--- config.mk ---
export PLATFORM = sky130hd
export DESIGN_NAME = gamepad_poll_and_mode_lock_sequencer
export DESIGN_NICKNAME = d
export VERILOG_FILES = /design/src/hw/rtl/gpmls_pkg.sv /design/src/hw/rtl/gamepad_poll_and_mode_lock_sequencer.sv
export SDC_FILE = /design/constraint.sdc
export NUM_CORES = 1
export LEC_CHECK = 0
export BUFFER_PORTS_ARGS = -buffer_cell sky130_fd_sc_hd__buf_2
export CELL_PAD_IN_SITES_DETAIL_PLACEMENT = 0
export CELL_PAD_IN_SITES_GLOBAL_PLACEMENT = 2
export CORE_MARGIN = 3
export CORE_UTILIZATION = 32
export CTS_CLUSTER_SIZE = 10
export DETAILED_ROUTE_END_ITERATION = 10
export PLACE_DENSITY_LB_ADDON = 0.2
export SYNTH_ARGS = -nofsm -noshare
export SYNTH_HDL_FRONTEND = slang
export SYNTH_SLANG_ARGS = --single-unit
--- constraint.sdc ---
create_clock -name clk_i -period 3.4 [get_ports clk_i]
set_clock_uncertainty 0.2 [all_clocks]
set_input_delay 0.17 -clock clk_i [delete_from_list [all_inputs] [get_ports clk_i]]
set_output_delay 0.17 -clock clk_i [all_outputs]
set_load 0.01 [all_outputs]
--- src/hw/rtl/gpmls_pkg.sv ---
// Package: types, byte codes and tables for the gamepad poll sequencer.
package gpmls_pkg;

  localparam int unsigned ByteW    = 8;
  localparam int unsigned PosW     = 5;
  localparam int unsigned ModeW    = 2;
  localparam int unsigned IdW      = 4;
  localparam int unsigned CfgIdxW  = 2;
  localparam int unsigned CfgDataW = 5;
  localparam int unsigned TailIdxW = 3;

  localparam logic [ByteW-1:0] ByteStart = 8'h01;
  localparam logic [ByteW-1:0] ByteZero  = 8'h00;
  localparam logic [ByteW-1:0] ByteAck   = 8'h5A;
  localparam logic [ByteW-1:0] CmdPoll   = 8'h42;
  localparam logic [ByteW-1:0] CmdSetup  = 8'h43;
  localparam logic [ByteW-1:0] CmdConfig = 8'h44;
  localparam logic [ByteW-1:0] ByteLockA = 8'h03;

  localparam logic [PosW-1:0]  MaxPayloadRst = 5'd6;
  localparam logic [IdW-1:0]   AnalogIdRst   = 4'd7;

  typedef enum logic [ModeW-1:0] {
    MODE_RUN    = 2'd0,
    MODE_SETUP  = 2'd1,
    MODE_CONFIG = 2'd2,
    MODE_EXIT   = 2'd3
  } mode_e;

  typedef enum logic [1:0] {
    STG_CMD  = 2'd0,
    STG_ID   = 2'd1,
    STG_ACK  = 2'd2,
    STG_BODY = 2'd3
  } stage_e;

  typedef enum logic [CfgIdxW-1:0] {
    CFG_MAX_PAYLOAD = 2'd0,
    CFG_ANALOG_ID   = 2'd1
  } cfg_idx_e;

  // Command byte sent second in each poll.
  function automatic logic [ByteW-1:0] cmd_byte(mode_e m);
    logic [ByteW-1:0] b;
    case (m)
      MODE_RUN:    b = CmdPoll;
      MODE_SETUP:  b = CmdSetup;
      MODE_CONFIG: b = CmdConfig;
      MODE_EXIT:   b = CmdSetup;
      default:     b = CmdPoll;
    endcase
    return b;
  endfunction

  // Number of tail bytes sent after the acknowledge in the setup modes.
  function automatic logic [TailIdxW-1:0] tail_len(mode_e m);
    logic [TailIdxW-1:0] n;
    case (m)
      MODE_SETUP:  n = 3'd2;
      MODE_CONFIG: n = 3'd6;
      MODE_EXIT:   n = 3'd6;
      default:     n = 3'd0;
    endcase
    return n;
  endfunction

  // Tail byte at a given position.
  function automatic logic [ByteW-1:0] tail_byte(mode_e m, logic [TailIdxW-1:0] idx);
    logic [ByteW-1:0] b;
    b = ByteZero;
    case (m)
      MODE_SETUP: begin
        if (idx == 3'd0) b = ByteStart;
      end
      MODE_CONFIG: begin
        if (idx == 3'd0) b = ByteStart;
        else if (idx == 3'd1) b = ByteLockA;
      end
      default: b = ByteZero;
    endcase
    return b;
  endfunction

endpackage

--- src/hw/rtl/gamepad_poll_and_mode_lock_sequencer.sv ---
// Top level: gamepad poll sequencer with analog mode lock.
//
// Usage: each input transaction is either a start-poll request (action 0) or
// the byte received in the exchange just finished (action 1). Each accepted
// input yields exactly one result transaction: the next byte to shift out
// (send 1) or the end of the poll (send 0), plus any payload byte and the
// current link mode.
// Output: a result is registered and appears in the cycle after its input is
// accepted, held in the output register until taken.
// Throughput: one transaction per cycle; the only limit is the output
// register, which frees itself in the same cycle the receiver takes it.
// Stall: while the output register is full and out_ready_i is low, in_ready_o
// drops and the state holds; nothing is lost or repeated.
// Reset: link mode running, no poll active, max_payload 6, analog_id 7,
// output register empty.
// Configuration: cfg_ready_o is always high; write only while idle.
module gamepad_poll_and_mode_lock_sequencer (
  input  logic                             clk_i,
  input  logic                             rst_ni,
  input  logic                             in_valid_i,
  output logic                             in_ready_o,
  input  logic                             action_i,
  input  logic [7:0]                       rx_byte_i,
  output logic                             out_valid_o,
  input  logic                             out_ready_i,
  output logic [7:0]                       tx_byte_o,
  output logic                             send_o,
  output logic                             data_valid_o,
  output logic [4:0]                       data_index_o,
  output logic [7:0]                       data_byte_o,
  output logic [1:0]                       mode_now_o,
  input  logic                             cfg_valid_i,
  output logic                             cfg_ready_o,
  input  logic [gpmls_pkg::CfgIdxW-1:0]    cfg_index_i,
  input  logic [gpmls_pkg::CfgDataW-1:0]   cfg_data_i
);
  import gpmls_pkg::*;

  // Configuration registers
  logic [PosW-1:0] max_payload_q;
  logic [IdW-1:0]  analog_id_q;

  // Sequencer state
  mode_e           link_mode_q, link_mode_d;
  mode_e           poll_mode_q, poll_mode_d;
  stage_e          stage_q, stage_d;
  logic            active_q, active_d;
  logic [PosW-1:0] pos_q, pos_d;
  logic [PosW-1:0] count_q, count_d;

  // Result register
  logic             out_valid_q;
  logic [ByteW-1:0] tx_q, tx_d;
  logic             send_q, send_d;
  logic             dv_q, dv_d;
  logic [PosW-1:0]  di_q, di_d;
  logic [ByteW-1:0] db_q, db_d;

  logic             accept;
  logic [PosW-1:0]  id_len;
  logic [PosW:0]    pos_inc;
  logic [TailIdxW-1:0] tail_idx;

  assign cfg_ready_o = 1'b1;
  // Take a new transaction whenever the result slot is empty or draining.
  assign in_ready_o  = !out_valid_q || out_ready_i;
  assign accept      = in_valid_i && in_ready_o;

  // Payload length from the ID low nibble, capped by max_payload.
  always_comb begin
    logic [PosW-1:0] dbl;
    dbl    = {rx_byte_i[3:0], 1'b0};
    id_len = (dbl > max_payload_q) ? max_payload_q : dbl;
  end

  assign pos_inc  = {1'b0, pos_q} + {{PosW{1'b0}}, 1'b1};
  assign tail_idx = pos_inc[TailIdxW-1:0];

  always_comb begin
    link_mode_d = link_mode_q;
    poll_mode_d = poll_mode_q;
    stage_d     = stage_q;
    active_d    = active_q;
    pos_d       = pos_q;
    count_d     = count_q;
    tx_d        = ByteZero;
    send_d      = 1'b0;
    dv_d        = 1'b0;
    di_d        = '0;
    db_d        = ByteZero;

    if (!action_i) begin
      // Start a poll; latch the mode for its whole length.
      poll_mode_d = link_mode_q;
      stage_d     = STG_CMD;
      pos_d       = '0;
      active_d    = 1'b1;
      tx_d        = ByteStart;
      send_d      = 1'b1;
    end else if (active_q) begin
      case (stage_q)
        STG_CMD: begin
          tx_d    = cmd_byte(poll_mode_q);
          send_d  = 1'b1;
          stage_d = STG_ID;
        end
        STG_ID: begin
          count_d = id_len;
          // Pad not in analog mode: drop into setup right away.
          if (poll_mode_q == MODE_RUN && rx_byte_i[7:4] != analog_id_q) begin
            link_mode_d = MODE_SETUP;
          end
          send_d  = 1'b1;
          stage_d = STG_ACK;
        end
        STG_ACK: begin
          pos_d = '0;
          if (rx_byte_i != ByteAck) begin
            active_d = 1'b0;
          end else if (poll_mode_q == MODE_RUN) begin
            if (count_q == '0) begin
              active_d = 1'b0;
            end else begin
              send_d  = 1'b1;
              stage_d = STG_BODY;
            end
          end else begin
            // Advance the lock sequence and start the tail.
            link_mode_d = mode_e'(poll_mode_q + 2'd1);
            tx_d        = tail_byte(poll_mode_q, '0);
            send_d      = 1'b1;
            stage_d     = STG_BODY;
          end
        end
        STG_BODY: begin
          if (poll_mode_q == MODE_RUN) begin
            dv_d = 1'b1;
            di_d = pos_q;
            db_d = (pos_q < 5'd2) ? ~rx_byte_i : rx_byte_i;
            if (pos_inc < {1'b0, count_q}) begin
              send_d = 1'b1;
              pos_d  = pos_inc[PosW-1:0];
            end else begin
              active_d = 1'b0;
            end
          end else begin
            if (pos_inc < {{(PosW+1-TailIdxW){1'b0}}, tail_len(poll_mode_q)}) begin
              tx_d   = tail_byte(poll_mode_q, tail_idx);
              send_d = 1'b1;
              pos_d  = pos_inc[PosW-1:0];
            end else begin
              active_d = 1'b0;
            end
          end
        end
        default: begin
          active_d = 1'b0;
        end
      endcase
    end
  end

  always_ff @(posedge clk_i or negedge rst_ni) begin
    if (!rst_ni) begin
      max_payload_q <= MaxPayloadRst;
      analog_id_q   <= AnalogIdRst;
    end else if (cfg_valid_i) begin
      case (cfg_index_i)
        CFG_MAX_PAYLOAD: max_payload_q <= cfg_data_i[PosW-1:0];
        CFG_ANALOG_ID:   analog_id_q   <= cfg_data_i[IdW-1:0];
        default: ;
      endcase
    end
  end

  always_ff @(posedge clk_i or negedge rst_ni) begin
    if (!rst_ni) begin
      link_mode_q <= MODE_RUN;
      poll_mode_q <= MODE_RUN;
      stage_q     <= STG_CMD;
      active_q    <= 1'b0;
      pos_q       <= '0;
      count_q     <= '0;
    end else if (accept) begin
      link_mode_q <= link_mode_d;
      poll_mode_q <= poll_mode_d;
      stage_q     <= stage_d;
      active_q    <= active_d;
      pos_q       <= pos_d;
      count_q     <= count_d;
    end
  end

  always_ff @(posedge clk_i or negedge rst_ni) begin
    if (!rst_ni) begin
      out_valid_q <= 1'b0;
    end else if (accept) begin
      out_valid_q <= 1'b1;
    end else if (out_ready_i) begin
      out_valid_q <= 1'b0;
    end
  end

  // Result payload: load on accept, hold otherwise.
  always_ff @(posedge clk_i) begin
    if (accept) begin
      tx_q <= tx_d;
      send_q <= send_d;
      dv_q <= dv_d;
      di_q <= di_d;
      db_q <= db_d;
    end
  end

  logic [ModeW-1:0] mode_q;
  always_ff @(posedge clk_i) begin
    if (accept) begin
      mode_q <= link_mode_d;
    end
  end

  assign out_valid_o  = out_valid_q;
  assign tx_byte_o    = tx_q;
  assign send_o       = send_q;
  assign data_valid_o = dv_q;
  assign data_index_o = di_q;
  assign data_byte_o  = db_q;
  assign mode_now_o   = mode_q;

endmodule

==> out/qor.txt <==
row count -> 33
Pleak -> 1.446 nW
setup bufs post-CTS -> 0
number of global-route vias before repair -> 2171
Slew Viols, Final -> 0
status -> finished clean
number of detailed-route iterations in the first pass -> 5
Initial Utilization -> 33.66%
Mapped Cells -> 273
synthesized cell area -> 2821 µm²
Routability Congestion -> 0.7985
most common cell after layout, fill and taps aside -> buf_2
Critical Path Sink Type -> flip-flop
worst hold path class -> in -> reg
Post-synth EDFFs -> 21
CTS max path bufs -> 2
total power density per cell area -> 529.8 nW/µm²
Resized cells post-CTS -> 0
setup tns final -> 0 ps
Die Area -> 9980 µm²
first-pass GRT wire length -> 10.92 mm
largest net degree at the start of global routing -> 28
Max FO, Critical Path -> 6
Cell variety after synth -> 58
Hold Path Stages -> 4
Overall Global Routing Usage -> 14.03%
CTS tree -> built
Horiz. Die Dim -> 99.90 µm
# DRC -> 0
critical path type -> reg -> reg
Vias/cell -> 4.884
fraction of layout cells with a size suffix above 1 -> 22.39%
fin nets -> 367
clock sink count -> 48
grt total ovfl -> 0
Tcrit/Tclk final -> 78.07%
initial antenna violation count -> 0
Setup-failing EPs final -> 0
drt initial violations -> 64
Reg2Reg Depth -> 7
FFs w/ async S/R, synth -> 56.25%
final worst path period need -> 2654 ps
DR vias -> 2105
dpl ws -> 741.1 ps
Filler cells -> 868
Arr. time, crit path -> 2680 ps
number of diodes -> 0
H-tree Lvls -> 2
slew at the pin with the worst max-slew slack -> 863.4 ps
worst setup margin -> 745.6 ps
worst hold slack -> 21.10 ps
chip height -> 99.90 µm
Core Box Area -> 8382 µm²
synthesized area per cell -> 10.34 µm²
DPL Wire Length -> 5.084 mm
Antenna Nets Post-Route -> 0
drt total wl -> 6.571 mm
largest area contributor in the netlist -> edfxtp_1
#FFs+latches synth -> 48
P&R area growth vs syn -> 17.83%
Inserted Clock Buffers -> 5
top post-synthesis cells by area -> edfxtp_1 (22%), dfrtp_1 (20%), ha_1 (9.3%), dfstp_2 (4.7%), nand2_1 (3.7%)
Clk Tree Root Cell -> clkbuf_8
Yosys top cell area share -> 22.35%
CP required -> 3420 ps
Reg clk slew, reported paths -> 100 ps
most frequent cells in the layout -> buf_2 (43), nand2_1 (28), inv_1 (23)
total of max-cap violations -> 0
synth warn -> 0
wire per inst -> 15.25 µm
Max VDD drop -> 0.2440 mV
post-layout util -> 39.66%
max_slew headroom -> 42.32%
worst skew pair latency -> 310 ps
RSZ-0062 raised after global routing -> no
fmax -> 376.7 MHz
most frequently used flop master after synthesis -> dfrtp_1
final hold violation count -> 0
Seq/Total Area, Yosys -> 46.52%
top-level I/O count -> 49
kind of launch point of the worst setup path -> flip-flop
number of I/O port buffers -> 43
==> report_power, final <==
| group | internal, W | leakage (nW) | switching, W |
|---|---|---|---|
| clock network | 0.000211 | 0.0596 | 0.000205 |
| registers | 0.000708 | 0.544 | 0.0000739 |
| logic | 0.000239 | 0.842 | 0.000324 |
| total | 0.00116 | 1.45 | 0.000603 |
==> per-layer routing <==
layer	up-vias	wire, µm	global-route usage (%)
met5	-	0	0
met4	0	47	3.466
met3	4	271	2.710
met2	45	3181	23.81
met1	999	3070	18.41
li1	1057	-	-
==> worst max-delay path, stage by stage (launching register included) <==
cell      delay (ps)
dfrtp_1          460
inv_1            100
ha_1             380
ha_1             300
a2111o_1         360
a31o_2           280
a211o_1          310
o22ai_1          180
==> path summary, 6_finish.rpt <==
check	slack [ps]	start	end
hold reg to reg	300	count_q[3]$_DFFE_PN0P_	count_q[3]$_DFFE_PN0P_
max in group asynchronous	2360	rst_ni	count_q[2]$_DFFE_PN0P_
setup reg to reg	750	pos_q[0]$_DFFE_PN0P_	pos_q[3]$_DFFE_PN0P_
min in group asynchronous	220	rst_ni	pos_q[4]$_DFFE_PN0P_
hold / removal	20	cfg_index_i[1]	max_payload_q[2]$_DFFE_PN1P_
setup / recovery	750	pos_q[0]$_DFFE_PN0P_	pos_q[3]$_DFFE_PN0P_
==> cells by family (layout without fill, tap and decap cells) <==
kind of cell	after synthesis	count (layout)	synth area share (%)
other	2	5	0.2662
adders and majority gates	22	22	9.712
AOI/OAI and AO/OA	53	53	12.99
DFF	48	48	46.52
xor gates and xnor gates	14	14	4.612
buffers and inverters	35	85	5.676
and+or+nand+nor	88	88	16.10
muxes	11	11	4.124
==> area by class of cell <==
class | instances | area [µm²] | area share [%]
repair buffers | 54 | 317.8 | 9.560
inverters | 23 | 86.33 | 2.597
well taps | 105 | 131.4 | 3.952
clock inverters | 1 | 8.758 | 0.2635
clock buffers | 7 | 107.6 | 3.237
flip-flops and latches | 48 | 1313 | 39.48
multi-input cells | 193 | 1360 | 40.91
==> cells in the mapped netlist, drive strengths merged (4+ instances only) <==
| cell type | n |
|---|---|
| a21oi | 5 |
| xnor2 | 9 |
| nand3b | 5 |
| edfxtp | 21 |
| clkbuf | 4 |
| ha | 21 |
| xor2 | 5 |
| o21ai | 19 |
| nand2 | 28 |
| inv | 23 |
| nor2 | 21 |
| mux2i | 6 |
| dfrtp | 22 |
| mux2 | 5 |
| buf | 8 |
| dfstp | 5 |
| nand2b | 7 |
| nand3 | 7 |
==> what timing repair did <==
item                       CTS  global route
setup endpoints to repair    0             0
hold buffers                 8             0
hold endpoints to repair    32             0
==> sequential cells by signal, indices dropped and copies added (netlist names), 4 cells and up <==
signal,cells
data_byte_o,8
pos_q,5
count_q,5
max_payload_q,5
analog_id_q,4
tx_byte_o,4
data_index_o,5
==> per-stage QoR <==
stage	power [W]	area (µm²)	std cells
final	0.001761	3324	431
after detailed placement	0.001356	3128	415
after global routing	0.001894	3324	431
after CTS	0.001788	3324	431
after global placement	0.001359	3128	415
after floorplan	0.001181	2833	276
(Power assumes the default switching activity.)
